**config.mk**
```make
export PLATFORM = sky130hd
export DESIGN_NAME = iban_mod97_check_core
export DESIGN_NICKNAME = d
export VERILOG_FILES = /design/src/design/imc_pkg.sv /design/src/design/imc_fifo.sv /design/src/design/imc_front.sv /design/src/design/imc_back.sv /design/src/design/iban_mod97_check_core.sv
export SDC_FILE = /design/constraint.sdc
export NUM_CORES = 2
export LEC_CHECK = 0
export ABC_AREA = 0
export BUFFER_PORTS_ARGS = -buffer_cell sky130_fd_sc_hd__buf_4
export CAP_MARGIN = 30
export CORE_MARGIN = 10
export CORE_UTILIZATION = 36
export CTS_BUF_LIST = sky130_fd_sc_hd__clkbuf_4
export DETAILED_ROUTE_END_ITERATION = 12
export PLACE_DENSITY_LB_ADDON = 0.3
export SYNTH_ARGS = -nofsm -noshare
export SYNTH_HDL_FRONTEND = slang
export SYNTH_SLANG_ARGS = --single-unit
```
**constraint.sdc**
```tcl
create_clock -name clk -period 10.9 [get_ports clk]
set_input_delay 1.635 -clock clk [delete_from_list [all_inputs] [get_ports clk]]
set_output_delay 1.635 -clock clk [all_outputs]
set_load 0.01 [all_outputs]
```
**src/design/imc_pkg.sv**
```systemverilog
// ----------------------------------------------------------------------------
// imc_pkg
// Shared types, status codes and the mod 97 reduction used by the IBAN
// check digit core.
// ----------------------------------------------------------------------------
`default_nettype none

package imc_pkg;

  localparam int unsigned REM_W         = 7;   // remainder mod 97
  localparam int unsigned RAW_W         = 3;   // raw character count, saturating
  localparam int unsigned DIGIT_W       = 9;   // body digit count
  localparam int unsigned PLEN_W        = 4;   // held prefix digits, at most 8
  localparam int unsigned ST_W          = 3;
  localparam int unsigned RED_W         = 14;  // widest value fed to the reducer
  localparam int unsigned RAW_SAT       = 5;
  localparam int unsigned PREFIX_CHARS  = 4;
  localparam int unsigned COUNTRY_CHARS = 2;
  localparam int unsigned MOD           = 97;

  localparam logic [ST_W-1:0] ST_VALID   = 3'd0;
  localparam logic [ST_W-1:0] ST_BADSUM  = 3'd1;
  localparam logic [ST_W-1:0] ST_SHORT   = 3'd2;
  localparam logic [ST_W-1:0] ST_COUNTRY = 3'd3;
  localparam logic [ST_W-1:0] ST_BADCHAR = 3'd4;
  localparam logic [ST_W-1:0] ST_LONG    = 3'd5;

  typedef enum logic [1:0] {
    KIND_SPACE,
    KIND_LETTER,
    KIND_DIGIT,
    KIND_BAD
  } kind_t;

  // one classified character
  typedef struct packed {
    kind_t      kind;
    logic [5:0] val;    // 10..35 for a letter, 0..9 for a digit
    logic       upper;  // raw byte is A..Z, no case folding
    logic       last;
  } item_t;

  // x mod 97 for x below 2**14: reciprocal estimate is low by at most one
  function automatic logic [REM_W-1:0] mod97(input logic [RED_W-1:0] x);
    logic [25:0] est;
    logic [7:0]  q;
    logic [14:0] r;
    est = 26'(x) * 26'd2702;
    q   = est[25:18];
    r   = 15'(x) - 15'(q) * 15'(MOD);
    if (r >= 15'(MOD)) begin
      r = r - 15'(MOD);
    end
    return r[REM_W-1:0];
  endfunction

endpackage

`default_nettype wire

```
**src/design/imc_fifo.sv**
```systemverilog
// ----------------------------------------------------------------------------
// imc_fifo
// Small synchronous queue with occupancy count.
// ----------------------------------------------------------------------------
`default_nettype none

module imc_fifo #(
  parameter int unsigned WIDTH = 8,
  parameter int unsigned DEPTH = 4
) (
  input  wire logic                       clk,
  input  wire logic                       rst_n,
  input  wire logic                       push,
  input  wire logic [WIDTH-1:0]           wdata,
  input  wire logic                       pop,
  output logic      [WIDTH-1:0]           rdata,
  output logic                            full,
  output logic                            empty,
  output logic      [$clog2(DEPTH+1)-1:0] count
);

  localparam int unsigned PTR_W = $clog2(DEPTH);
  localparam int unsigned CNT_W = $clog2(DEPTH + 1);

  logic [WIDTH-1:0] mem_r [DEPTH];
  logic [PTR_W-1:0] wr_ptr_r, wr_ptr_nxt;
  logic [PTR_W-1:0] rd_ptr_r, rd_ptr_nxt;
  logic [CNT_W-1:0] count_r, count_nxt;
  logic             do_push, do_pop;

  assign full    = (count_r == CNT_W'(DEPTH));
  assign empty   = (count_r == '0);
  assign count   = count_r;
  assign rdata   = mem_r[rd_ptr_r];
  assign do_push = push && !full;
  assign do_pop  = pop && !empty;

  always_comb begin
    wr_ptr_nxt = wr_ptr_r;
    rd_ptr_nxt = rd_ptr_r;
    count_nxt  = count_r;
    if (do_push) begin
      wr_ptr_nxt = (wr_ptr_r == PTR_W'(DEPTH - 1)) ? '0 : wr_ptr_r + 1'b1;
    end
    if (do_pop) begin
      rd_ptr_nxt = (rd_ptr_r == PTR_W'(DEPTH - 1)) ? '0 : rd_ptr_r + 1'b1;
    end
    if (do_push && !do_pop) begin
      count_nxt = count_r + 1'b1;
    end else if (do_pop && !do_push) begin
      count_nxt = count_r - 1'b1;
    end
  end

  always_ff @(posedge clk) begin
    if (!rst_n) begin
      wr_ptr_r <= '0;
      rd_ptr_r <= '0;
      count_r  <= '0;
    end else begin
      wr_ptr_r <= wr_ptr_nxt;
      rd_ptr_r <= rd_ptr_nxt;
      count_r  <= count_nxt;
    end
  end

  always_ff @(posedge clk) begin
    if (do_push) begin
      mem_r[wr_ptr_r] <= wdata;
    end
  end

endmodule

`default_nettype wire

```
**src/design/imc_front.sv**
```systemverilog
// ----------------------------------------------------------------------------
// imc_front
// Character classifier: folds lowercase, maps letters to 10..35 and digits
// to 0..9, flags spaces and bad bytes.
// ----------------------------------------------------------------------------
`default_nettype none

module imc_front (
  input  wire logic [7:0]     ch,
  input  wire logic           last,
  output imc_pkg::item_t      item
);

  logic [7:0] up;

  always_comb begin
    up = ch;
    if (ch inside {[8'h61:8'h7a]}) begin
      up = ch - 8'h20;
    end
    item.last  = last;
    item.upper = (ch inside {[8'h41:8'h5a]});
    item.val   = '0;
    if (up == 8'h20) begin
      item.kind = imc_pkg::KIND_SPACE;
    end else if (up inside {[8'h41:8'h5a]}) begin
      item.kind = imc_pkg::KIND_LETTER;
      item.val  = 6'(up - 8'h41) + 6'd10;
    end else if (up inside {[8'h30:8'h39]}) begin
      item.kind = imc_pkg::KIND_DIGIT;
      item.val  = 6'(up - 8'h30);
    end else begin
      item.kind = imc_pkg::KIND_BAD;
    end
  end

endmodule

`default_nettype wire

```
**src/design/imc_back.sv**
```systemverilog
// ----------------------------------------------------------------------------
// imc_back
// Running mod 97 state per IBAN and a two stage finish pipeline that
// appends the held prefix and forms the status.
// ----------------------------------------------------------------------------
`default_nettype none

module imc_back #(
  parameter int unsigned MAX_DIGITS = 255,
  parameter int unsigned OUT_DEPTH  = 4
) (
  input  wire logic                               clk,
  input  wire logic                               rst_n,
  input  wire imc_pkg::item_t                     item,
  input  wire logic                               item_empty,
  output logic                                    item_pop,
  input  wire logic [$clog2(OUT_DEPTH+1)-1:0]     out_count,
  output logic                                    res_valid,
  output logic      [imc_pkg::ST_W-1:0]           res_status
);

  localparam int unsigned CNT_W = $clog2(OUT_DEPTH + 1);
  localparam int unsigned REM_W = imc_pkg::REM_W;

  // running state
  logic [REM_W-1:0]            rem_r, rem_nxt, rem_upd;
  logic [REM_W-1:0]            pre_r, pre_nxt, pre_upd;   // prefix value mod 97
  logic [REM_W-1:0]            pow_r, pow_nxt, pow_upd;   // 10**prefix_len mod 97
  logic [imc_pkg::RAW_W-1:0]   raw_r, raw_nxt, raw_upd;
  logic [imc_pkg::DIGIT_W-1:0] dc_r, dc_nxt, dc_upd;
  logic [imc_pkg::PLEN_W-1:0]  plen_r, plen_nxt, plen_upd;
  logic [imc_pkg::ST_W-1:0]    ferr_r, ferr_nxt, ferr_upd;
  logic                        pbad_r, pbad_nxt, pbad_upd;

  // finish pipeline
  logic                            rec_vld_r;
  logic [REM_W-1:0]                rec_rem_r, rec_pow_r, rec_pre_r;
  logic [imc_pkg::ST_W-1:0]        rec_code_r, fin_code;
  logic                            rec_sum_r, fin_sum;
  logic                            prd_vld_r;
  logic [imc_pkg::RED_W-1:0]       prd_val_r;
  logic [imc_pkg::ST_W-1:0]        prd_code_r;
  logic                            prd_sum_r;

  logic                            room;
  logic                            take;
  logic [9:0]                      need;

  // a closing item needs a slot for itself and for results still in flight
  assign room = (CNT_W+1)'(out_count) + (CNT_W+1)'(rec_vld_r) + (CNT_W+1)'(prd_vld_r)
                < (CNT_W+1)'(OUT_DEPTH);
  assign take     = !item_empty && (!item.last || room);
  assign item_pop = take;

  always_comb begin
    rem_upd  = rem_r;
    pre_upd  = pre_r;
    pow_upd  = pow_r;
    dc_upd   = dc_r;
    plen_upd = plen_r;
    ferr_upd = ferr_r;
    pbad_upd = pbad_r;
    raw_upd  = (raw_r < imc_pkg::RAW_W'(imc_pkg::RAW_SAT)) ? raw_r + 1'b1 : raw_r;
    need     = (item.kind == imc_pkg::KIND_LETTER) ? 10'd2 : 10'd1;

    if (raw_r < imc_pkg::RAW_W'(imc_pkg::PREFIX_CHARS)) begin
      if (raw_r < imc_pkg::RAW_W'(imc_pkg::COUNTRY_CHARS) && !item.upper &&
          ferr_r == imc_pkg::ST_VALID) begin
        ferr_upd = imc_pkg::ST_COUNTRY;
      end
      if (!pbad_r) begin
        case (item.kind)
          imc_pkg::KIND_LETTER: begin
            pre_upd  = imc_pkg::mod97(14'(pre_r) * 14'd100 + 14'(item.val));
            pow_upd  = imc_pkg::mod97(14'(pow_r) * 14'd100);
            plen_upd = plen_r + 4'd2;
          end
          imc_pkg::KIND_DIGIT: begin
            pre_upd  = imc_pkg::mod97(14'(pre_r) * 14'd10 + 14'(item.val));
            pow_upd  = imc_pkg::mod97(14'(pow_r) * 14'd10);
            plen_upd = plen_r + 4'd1;
          end
          imc_pkg::KIND_BAD: pbad_upd = 1'b1;
          default: ;
        endcase
      end
    end else if (ferr_r == imc_pkg::ST_VALID) begin
      case (item.kind)
        imc_pkg::KIND_LETTER, imc_pkg::KIND_DIGIT: begin
          if (10'(dc_r) + need > 10'(MAX_DIGITS)) begin
            ferr_upd = imc_pkg::ST_LONG;
          end else begin
            dc_upd = dc_r + imc_pkg::DIGIT_W'(need);
            if (item.kind == imc_pkg::KIND_LETTER) begin
              rem_upd = imc_pkg::mod97(14'(rem_r) * 14'd100 + 14'(item.val));
            end else begin
              rem_upd = imc_pkg::mod97(14'(rem_r) * 14'd10 + 14'(item.val));
            end
          end
        end
        imc_pkg::KIND_BAD: ferr_upd = imc_pkg::ST_BADCHAR;
        default: ;
      endcase
    end

    // status decided without the checksum, or checksum needed
    fin_sum  = 1'b0;
    fin_code = imc_pkg::ST_VALID;
    if (raw_upd < imc_pkg::RAW_W'(imc_pkg::RAW_SAT)) begin
      fin_code = imc_pkg::ST_SHORT;
    end else if (ferr_upd != imc_pkg::ST_VALID) begin
      fin_code = ferr_upd;
    end else if (10'(dc_upd) + 10'(plen_upd) > 10'(MAX_DIGITS)) begin
      fin_code = imc_pkg::ST_LONG;
    end else if (pbad_upd) begin
      fin_code = imc_pkg::ST_BADCHAR;
    end else begin
      fin_sum = 1'b1;
    end

    rem_nxt  = rem_r;
    pre_nxt  = pre_r;
    pow_nxt  = pow_r;
    raw_nxt  = raw_r;
    dc_nxt   = dc_r;
    plen_nxt = plen_r;
    ferr_nxt = ferr_r;
    pbad_nxt = pbad_r;
    if (take) begin
      if (item.last) begin
        rem_nxt  = '0;
        pre_nxt  = '0;
        pow_nxt  = REM_W'(1);
        raw_nxt  = '0;
        dc_nxt   = '0;
        plen_nxt = '0;
        ferr_nxt = imc_pkg::ST_VALID;
        pbad_nxt = 1'b0;
      end else begin
        rem_nxt  = rem_upd;
        pre_nxt  = pre_upd;
        pow_nxt  = pow_upd;
        raw_nxt  = raw_upd;
        dc_nxt   = dc_upd;
        plen_nxt = plen_upd;
        ferr_nxt = ferr_upd;
        pbad_nxt = pbad_upd;
      end
    end
  end

  always_ff @(posedge clk) begin
    if (!rst_n) begin
      rem_r     <= '0;
      pre_r     <= '0;
      pow_r     <= REM_W'(1);
      raw_r     <= '0;
      dc_r      <= '0;
      plen_r    <= '0;
      ferr_r    <= imc_pkg::ST_VALID;
      pbad_r    <= 1'b0;
      rec_vld_r <= 1'b0;
      prd_vld_r <= 1'b0;
    end else begin
      rem_r     <= rem_nxt;
      pre_r     <= pre_nxt;
      pow_r     <= pow_nxt;
      raw_r     <= raw_nxt;
      dc_r      <= dc_nxt;
      plen_r    <= plen_nxt;
      ferr_r    <= ferr_nxt;
      pbad_r    <= pbad_nxt;
      rec_vld_r <= take && item.last;
      prd_vld_r <= rec_vld_r;
    end
  end

  // payload of the finish pipeline
  always_ff @(posedge clk) begin
    rec_rem_r  <= rem_upd;
    rec_pow_r  <= pow_upd;
    rec_pre_r  <= pre_upd;
    rec_code_r <= fin_code;
    rec_sum_r  <= fin_sum;
    // body remainder shifted past the prefix digits, then the prefix added
    prd_val_r  <= 14'(rec_rem_r) * 14'(rec_pow_r) + 14'(rec_pre_r);
    prd_code_r <= rec_code_r;
    prd_sum_r  <= rec_sum_r;
  end

  assign res_valid = prd_vld_r;

  always_comb begin
    res_status = prd_code_r;
    if (prd_sum_r) begin
      res_status = (imc_pkg::mod97(prd_val_r) == REM_W'(1)) ? imc_pkg::ST_VALID
                                                            : imc_pkg::ST_BADSUM;
    end
  end

endmodule

`default_nettype wire

```
**src/design/iban_mod97_check_core.sv**
```systemverilog
// ----------------------------------------------------------------------------
// iban_mod97_check_core
// IBAN check digit verifier, one character per item, mod 97-10.
// ----------------------------------------------------------------------------
// Input queue: drive in_ch/in_last and raise in_push; the item is taken on a
// clock edge where in_full is low. in_last marks the final character of one
// IBAN and closes it; every IBAN yields exactly one status item.
// Result queue: out_status is valid while out_empty is low and is consumed
// by out_pop. Codes: 0 valid, 1 bad checksum, 2 too short, 3 country not
// uppercase, 4 bad char, 5 too long.
// Throughput is one character per cycle while the back end is not holding a
// closing character. A character is classified on entry, buffered in a short
// queue and folded into the running remainder by the back end; a closing
// character then passes two finish stages (state capture, prefix shift by
// multiply) and a final reduction before its status enters the result queue.
// When out_pop stays low the result queue fills, the back end holds closing
// characters, the character queue fills and in_full rises.
// Reset clears both queues and the running state; no clearing pass.
// ----------------------------------------------------------------------------
`default_nettype none

module iban_mod97_check_core #(
  parameter int unsigned MAX_DIGITS = 255,
  parameter int unsigned MID_DEPTH  = 4,
  parameter int unsigned OUT_DEPTH  = 4
) (
  input  wire logic                     clk,
  input  wire logic                     rst_n,
  input  wire logic                     in_push,
  input  wire logic [7:0]               in_ch,
  input  wire logic                     in_last,
  output logic                          in_full,
  output logic                          out_empty,
  input  wire logic                     out_pop,
  output logic [imc_pkg::ST_W-1:0]      out_status
);

  localparam int unsigned ITEM_W = $bits(imc_pkg::item_t);

  imc_pkg::item_t                   cls_item;
  logic [ITEM_W-1:0]                mid_rdata;
  imc_pkg::item_t                   mid_item;
  logic                             mid_empty;
  logic                             mid_pop;
  logic [$clog2(OUT_DEPTH+1)-1:0]   out_count;
  logic                             out_full;
  logic                             res_valid;
  logic [imc_pkg::ST_W-1:0]         res_status;

  assign mid_item = imc_pkg::item_t'(mid_rdata);

  imc_front u_front (
    .ch   (in_ch),
    .last (in_last),
    .item (cls_item)
  );

  imc_fifo #(
    .WIDTH (ITEM_W),
    .DEPTH (MID_DEPTH)
  ) u_mid_q (
    .clk   (clk),
    .rst_n (rst_n),
    .push  (in_push),
    .wdata (cls_item),
    .pop   (mid_pop),
    .rdata (mid_rdata),
    .full  (in_full),
    .empty (mid_empty),
    .count ()
  );

  imc_back #(
    .MAX_DIGITS (MAX_DIGITS),
    .OUT_DEPTH  (OUT_DEPTH)
  ) u_back (
    .clk        (clk),
    .rst_n      (rst_n),
    .item       (mid_item),
    .item_empty (mid_empty),
    .item_pop   (mid_pop),
    .out_count  (out_count),
    .res_valid  (res_valid),
    .res_status (res_status)
  );

  imc_fifo #(
    .WIDTH (imc_pkg::ST_W),
    .DEPTH (OUT_DEPTH)
  ) u_out_q (
    .clk   (clk),
    .rst_n (rst_n),
    .push  (res_valid),
    .wdata (res_status),
    .pop   (out_pop),
    .rdata (out_status),
    .full  (out_full),
    .empty (out_empty),
    .count (out_count)
  );

`ifndef SYNTHESIS
  // results in flight always find a free slot
  a_no_res_drop: assert property (@(posedge clk) disable iff (!rst_n)
    res_valid |-> !out_full)
    else $error("result written into a full result queue");

  a_pop_nonempty: assert property (@(posedge clk) disable iff (!rst_n)
    mid_pop |-> !mid_empty)
    else $error("back end took a character from an empty queue");

  // a result follows every taken closing character through the rec and prd registers
  a_res_timing: assert property (@(posedge clk) disable iff (!rst_n)
    (mid_pop && mid_item.last) |-> ##2 res_valid)
    else $error("closing character produced no result");

  a_status_range: assert property (@(posedge clk) disable iff (!rst_n)
    res_valid |-> (res_status <= imc_pkg::ST_LONG))
    else $error("status code out of range");
`endif

endmodule

`default_nettype wire
```
==> run summary <==
Counting flops with an async set or reset pin after synthesis yields a share of 0%. On the final layout, the worst clock skew is 33.8 ps. The aggregate global routing overflow was 0; the share of the cycle needed by the critical path after routing was 96.7%. The cell family with the largest share of critical-path delay was adder cells. The cell depth of the worst flop-to-flop path is 42, and the maximum buffer depth of the clock tree is 2. The total number of H-tree levels is 4, and the end-of-flow core utilization is 41.7%. The commonest register cell after synthesis was sky130_fd_sc_hd__dfxtp_1.

From synthesis to final layout, the design area changed by 15.3%. The most common cell after layout, fill and taps aside is sky130_fd_sc_hd__ha_1. The tools report the headroom to the max-slew limit as 29.8%. Ranked by total cell area, the synthesized netlist is headed by sky130_fd_sc_hd__ha_1 (35%), sky130_fd_sc_hd__fa_1 (18%), sky130_fd_sc_hd__inv_1 (8.8%).

The worst hold path stage count was 0. The logs give 1,144 for the number of DRC markers after the initial detailed-route iteration and 94.9 MHz for the highest achievable clock rate. For this run, the number of Yosys warnings is 0. Number of flops mapped to enable cells by yosys: 52. For the initial core utilization, the log shows 36.1%. Global routing consumed, over all layers together, 13.6% of the routing resources. Among all stages on the critical path, the largest delay is contributed by sky130_fd_sc_hd__or4_4. The first detailed-routing pass ran for 5 iterations. The pin slew with the least headroom to its limit works out to 1050 ps. The run finished with clean final reports. The final layout contains 5,674 nets.

The launching element type of the critical path is a flip-flop. The wire length per cell works out to 13.9 µm. The cell accounting for the most synthesized area was sky130_fd_sc_hd__ha_1.

The clock drives 156 sinks. The logs give 11,060 ps for the signal arrival time at the worst endpoint and 9.94% for the share of synthesized area occupied by flip-flops and latches. The total area inside the core boundary comes to 0.101 mm².

After the flow finishes, the layout carries non-filler instances totaling 5,683. The final number of max-transition violations was 0; the layout cell share with drive strength beyond 1 was 13.5%. The overall die height came out at 339 µm. Summed over all nets, the half-perimeter wirelength after detailed placement is 67,700 µm. The maximum net fanout on the critical path was 6. The congestion estimate from routability-driven global placement came to 0.825.

On the worst path, the slowest cell contributes a delay of 600 ps. Across the run, the number of max-cap violations was 0. The average cell area after synthesis was 9.17 µm²; the clock-pin transition on the worst setup and hold timing paths was 160 ps. For the critical path data required time, the log shows 11,420 ps. The count of unresolved DRC violations after routing was 0. For this design the top-level I/O count stands at 18. The share of synthesized area in the top cell type comes to 34.9%.

Entering global routing, the biggest net connects 36 pins. Summed over all failing endpoints, the final setup total negative slack is 0 ps. The floorplan step defined a die boundary enclosing 0.115 mm². In this run, synthesis produced a sequential element count of 156. The logs give 86 for the number of distinct library cells after synthesis and 27,600 for the number of global-route vias before repair. The critical path runs through a total of 42 cells. The die is 339 µm wide. The critical path contains buffers and inverters numbering 9 combined. The number of vias in the routed layout is 27,400.

The library cells used most frequently in the layout, excluding fill and tap cells, are sky130_fd_sc_hd__ha_1 (989), sky130_fd_sc_hd__inv_1 (856), sky130_fd_sc_hd__fa_1 (328). The tools report the number of rows created at floorplan as 117. The via density per instance works out to 4.83. The final hold violation count came out at 0.

The worst setup path is captured at a flip-flop. In this run the tool buffered the top-level ports with 17 buffer cells. TritonCTS built the clock tree. The later-pin clock latency in the skew report was 610 ps; the post-route minimum period was 10,540 ps. The type of the worst min-delay path was reg2reg. The placed instances occupy a cell area of 0.0404 mm². Post-synthesis cell count: 3,997.

The final layout contains routed wiring with a total length of 78,800 µm. The number of nets with antenna violations after detailed routing was 0. Once layout is done, the placed cells without fillers occupy 0.0423 mm². Setup violations remaining at the end of the flow were counted as 0.

The tools report the initial antenna violation count as 3. The worst setup path is of the reg2reg kind. The hold buffer count at CTS was 0; the number of buffers inserted during clock tree synthesis was 17. The cell sitting at the root of the clock tree is a sky130_fd_sc_hd__clkbuf_4. The cell area that synthesis handed to floorplanning was 0.0367 mm².

Number of instances in the placed design: 5,626. The first global-routing pass estimated 133,000 µm of wire.
[per-stage QoR]
stage | hold WS, ps | worst slack (ps)
floorplan | 310 | 42.1
global placement | 314 | -51.5
detailed placement | 324 | -147
CTS | 342 | -13.0
global route | 349 | -97.5
finish | 350 | 362
[path summary, 6_finish.rpt]
| kind | startpoint | to | slack, ps |
|---|---|---|---|
| setup / recovery | flip-flop | u_back.rec_pre_r[4]$_DFF_P_ | 360 |
| hold / removal | u_back.rec_sum_r$_SDFF_PP0_ | u_back.prd_sum_r$_DFF_P_ | 350 |
| setup reg to reg | flip-flop | u_back.rec_pre_r[4]$_DFF_P_ | 360 |
| hold reg to reg | u_back.rec_sum_r$_SDFF_PP0_ | u_back.prd_sum_r$_DFF_P_ | 350 |
[Yosys cell counts, types with 7 or more instances]
master,number
sky130_fd_sc_hd__and2_1,53
sky130_fd_sc_hd__or3_1,14
sky130_fd_sc_hd__or4_1,7
sky130_fd_sc_hd__o211ai_1,17
sky130_fd_sc_hd__edfxtp_1,52
sky130_fd_sc_hd__nand4_1,16
sky130_fd_sc_hd__clkbuf_1,36
sky130_fd_sc_hd__and3_1,18
sky130_fd_sc_hd__dfxtp_1,104
sky130_fd_sc_hd__a221oi_1,8
sky130_fd_sc_hd__a31oi_1,20
sky130_fd_sc_hd__inv_1,862
sky130_fd_sc_hd__nand3_1,53
sky130_fd_sc_hd__a21oi_1,184
sky130_fd_sc_hd__a211oi_1,18
sky130_fd_sc_hd__ha_1,1024
sky130_fd_sc_hd__or2_2,10
sky130_fd_sc_hd__nor3b_1,10
sky130_fd_sc_hd__nor3_1,43
sky130_fd_sc_hd__nor2b_1,44
sky130_fd_sc_hd__nor2_1,165
sky130_fd_sc_hd__nand2_1,176
sky130_fd_sc_hd__xor2_1,86
sky130_fd_sc_hd__o21a_1,25
sky130_fd_sc_hd__nor4_1,16
sky130_fd_sc_hd__and4_1,7
sky130_fd_sc_hd__xnor2_1,159
sky130_fd_sc_hd__a22o_1,8
sky130_fd_sc_hd__o22ai_1,11
sky130_fd_sc_hd__nand2b_1,27
sky130_fd_sc_hd__a22oi_1,10
sky130_fd_sc_hd__a21boi_0,8
sky130_fd_sc_hd__mux2i_1,23
sky130_fd_sc_hd__a21o_1,61
sky130_fd_sc_hd__o31ai_1,10
sky130_fd_sc_hd__nand3b_1,8
sky130_fd_sc_hd__o21bai_1,22
sky130_fd_sc_hd__o21ai_0,112
sky130_fd_sc_hd__fa_1,336
sky130_fd_sc_hd__a2111oi_0,8
sky130_fd_sc_hd__mux4_2,13
[routing by layer]
metal / track usage [%] / wire length [µm] / vias up
met5: 0 / 34 / -
met4: 1.33 / 404 / 4
met3: 1.11 / 1430 / 34
met2: 22.8 / 36800 / 214
met1: 19.4 / 40100 / 13200
li1: - / - / 14000
[sequential cells by signal, indices dropped and copies added, names as in the netlist, 4 cells and up, named ones only]
signal,count
u_back.dc_r,9
u_back.plen_r,4
u_back.pow_r,7
u_back.prd_val_r,14
u_back.pre_r,7
u_back.rec_pow_r,7
u_back.rec_pre_r,7
u_back.rec_rem_r,7
u_back.rem_r,7
u_mid_q.mem_r,40
u_out_q.mem_r,12
[worst reg2reg max path: cells and delay by family (launching register included)]
| kind | cells | cell delay [ps] |
|---|---|---|
| adder cells (fa/ha/maj) | 11 | 4470 |
| AND/OR/NAND/NOR | 5 | 1470 |
| flip-flops | 1 | 400 |
| AO/OA/AOI/OAI | 14 | 2350 |
| XOR/XNOR | 2 | 390 |
| buffers and inverters | 9 | 860 |
| multiplexers | 1 | 540 |
[layout make-up]
cell class                      instances  area [µm²]
Tap cell                             1368        1710
Antenna cell                            1        2.50
Sequential cell                       156        3650
Multi-Input combinational cell       2950       31000
Clock inverter                         15         168
Clock buffer                           17         128
Fill cell                           10000       59200
Timing Repair Buffer                  312        2380
Inverter                              864        3240
[cell families (layout without fill, tap and decap cells)]
kind of cell	count (synthesis)	count (layout)	synth area share [%]
AOI/OAI and AO/OA	596	596	10.5
other	2	17	0.0205
muxes	42	42	1.61
buffers and inverters	905	1208	9.31
and+or+nand+nor	691	691	9.48
adders and majority gates	1360	1360	53.3
xor gates and xnor gates	245	245	5.85
DFF	156	156	9.94
[timing repair]
item                       in CTS  in global routing
setup endpoints to repair      23                 42
resized for setup              18                245
pin swaps                       2                139
setup buffers                   0                 25
Power is left out: the tool's default activity adds up to more than one toggle a clock period on the data nets, which glitch-free logic cannot reach.
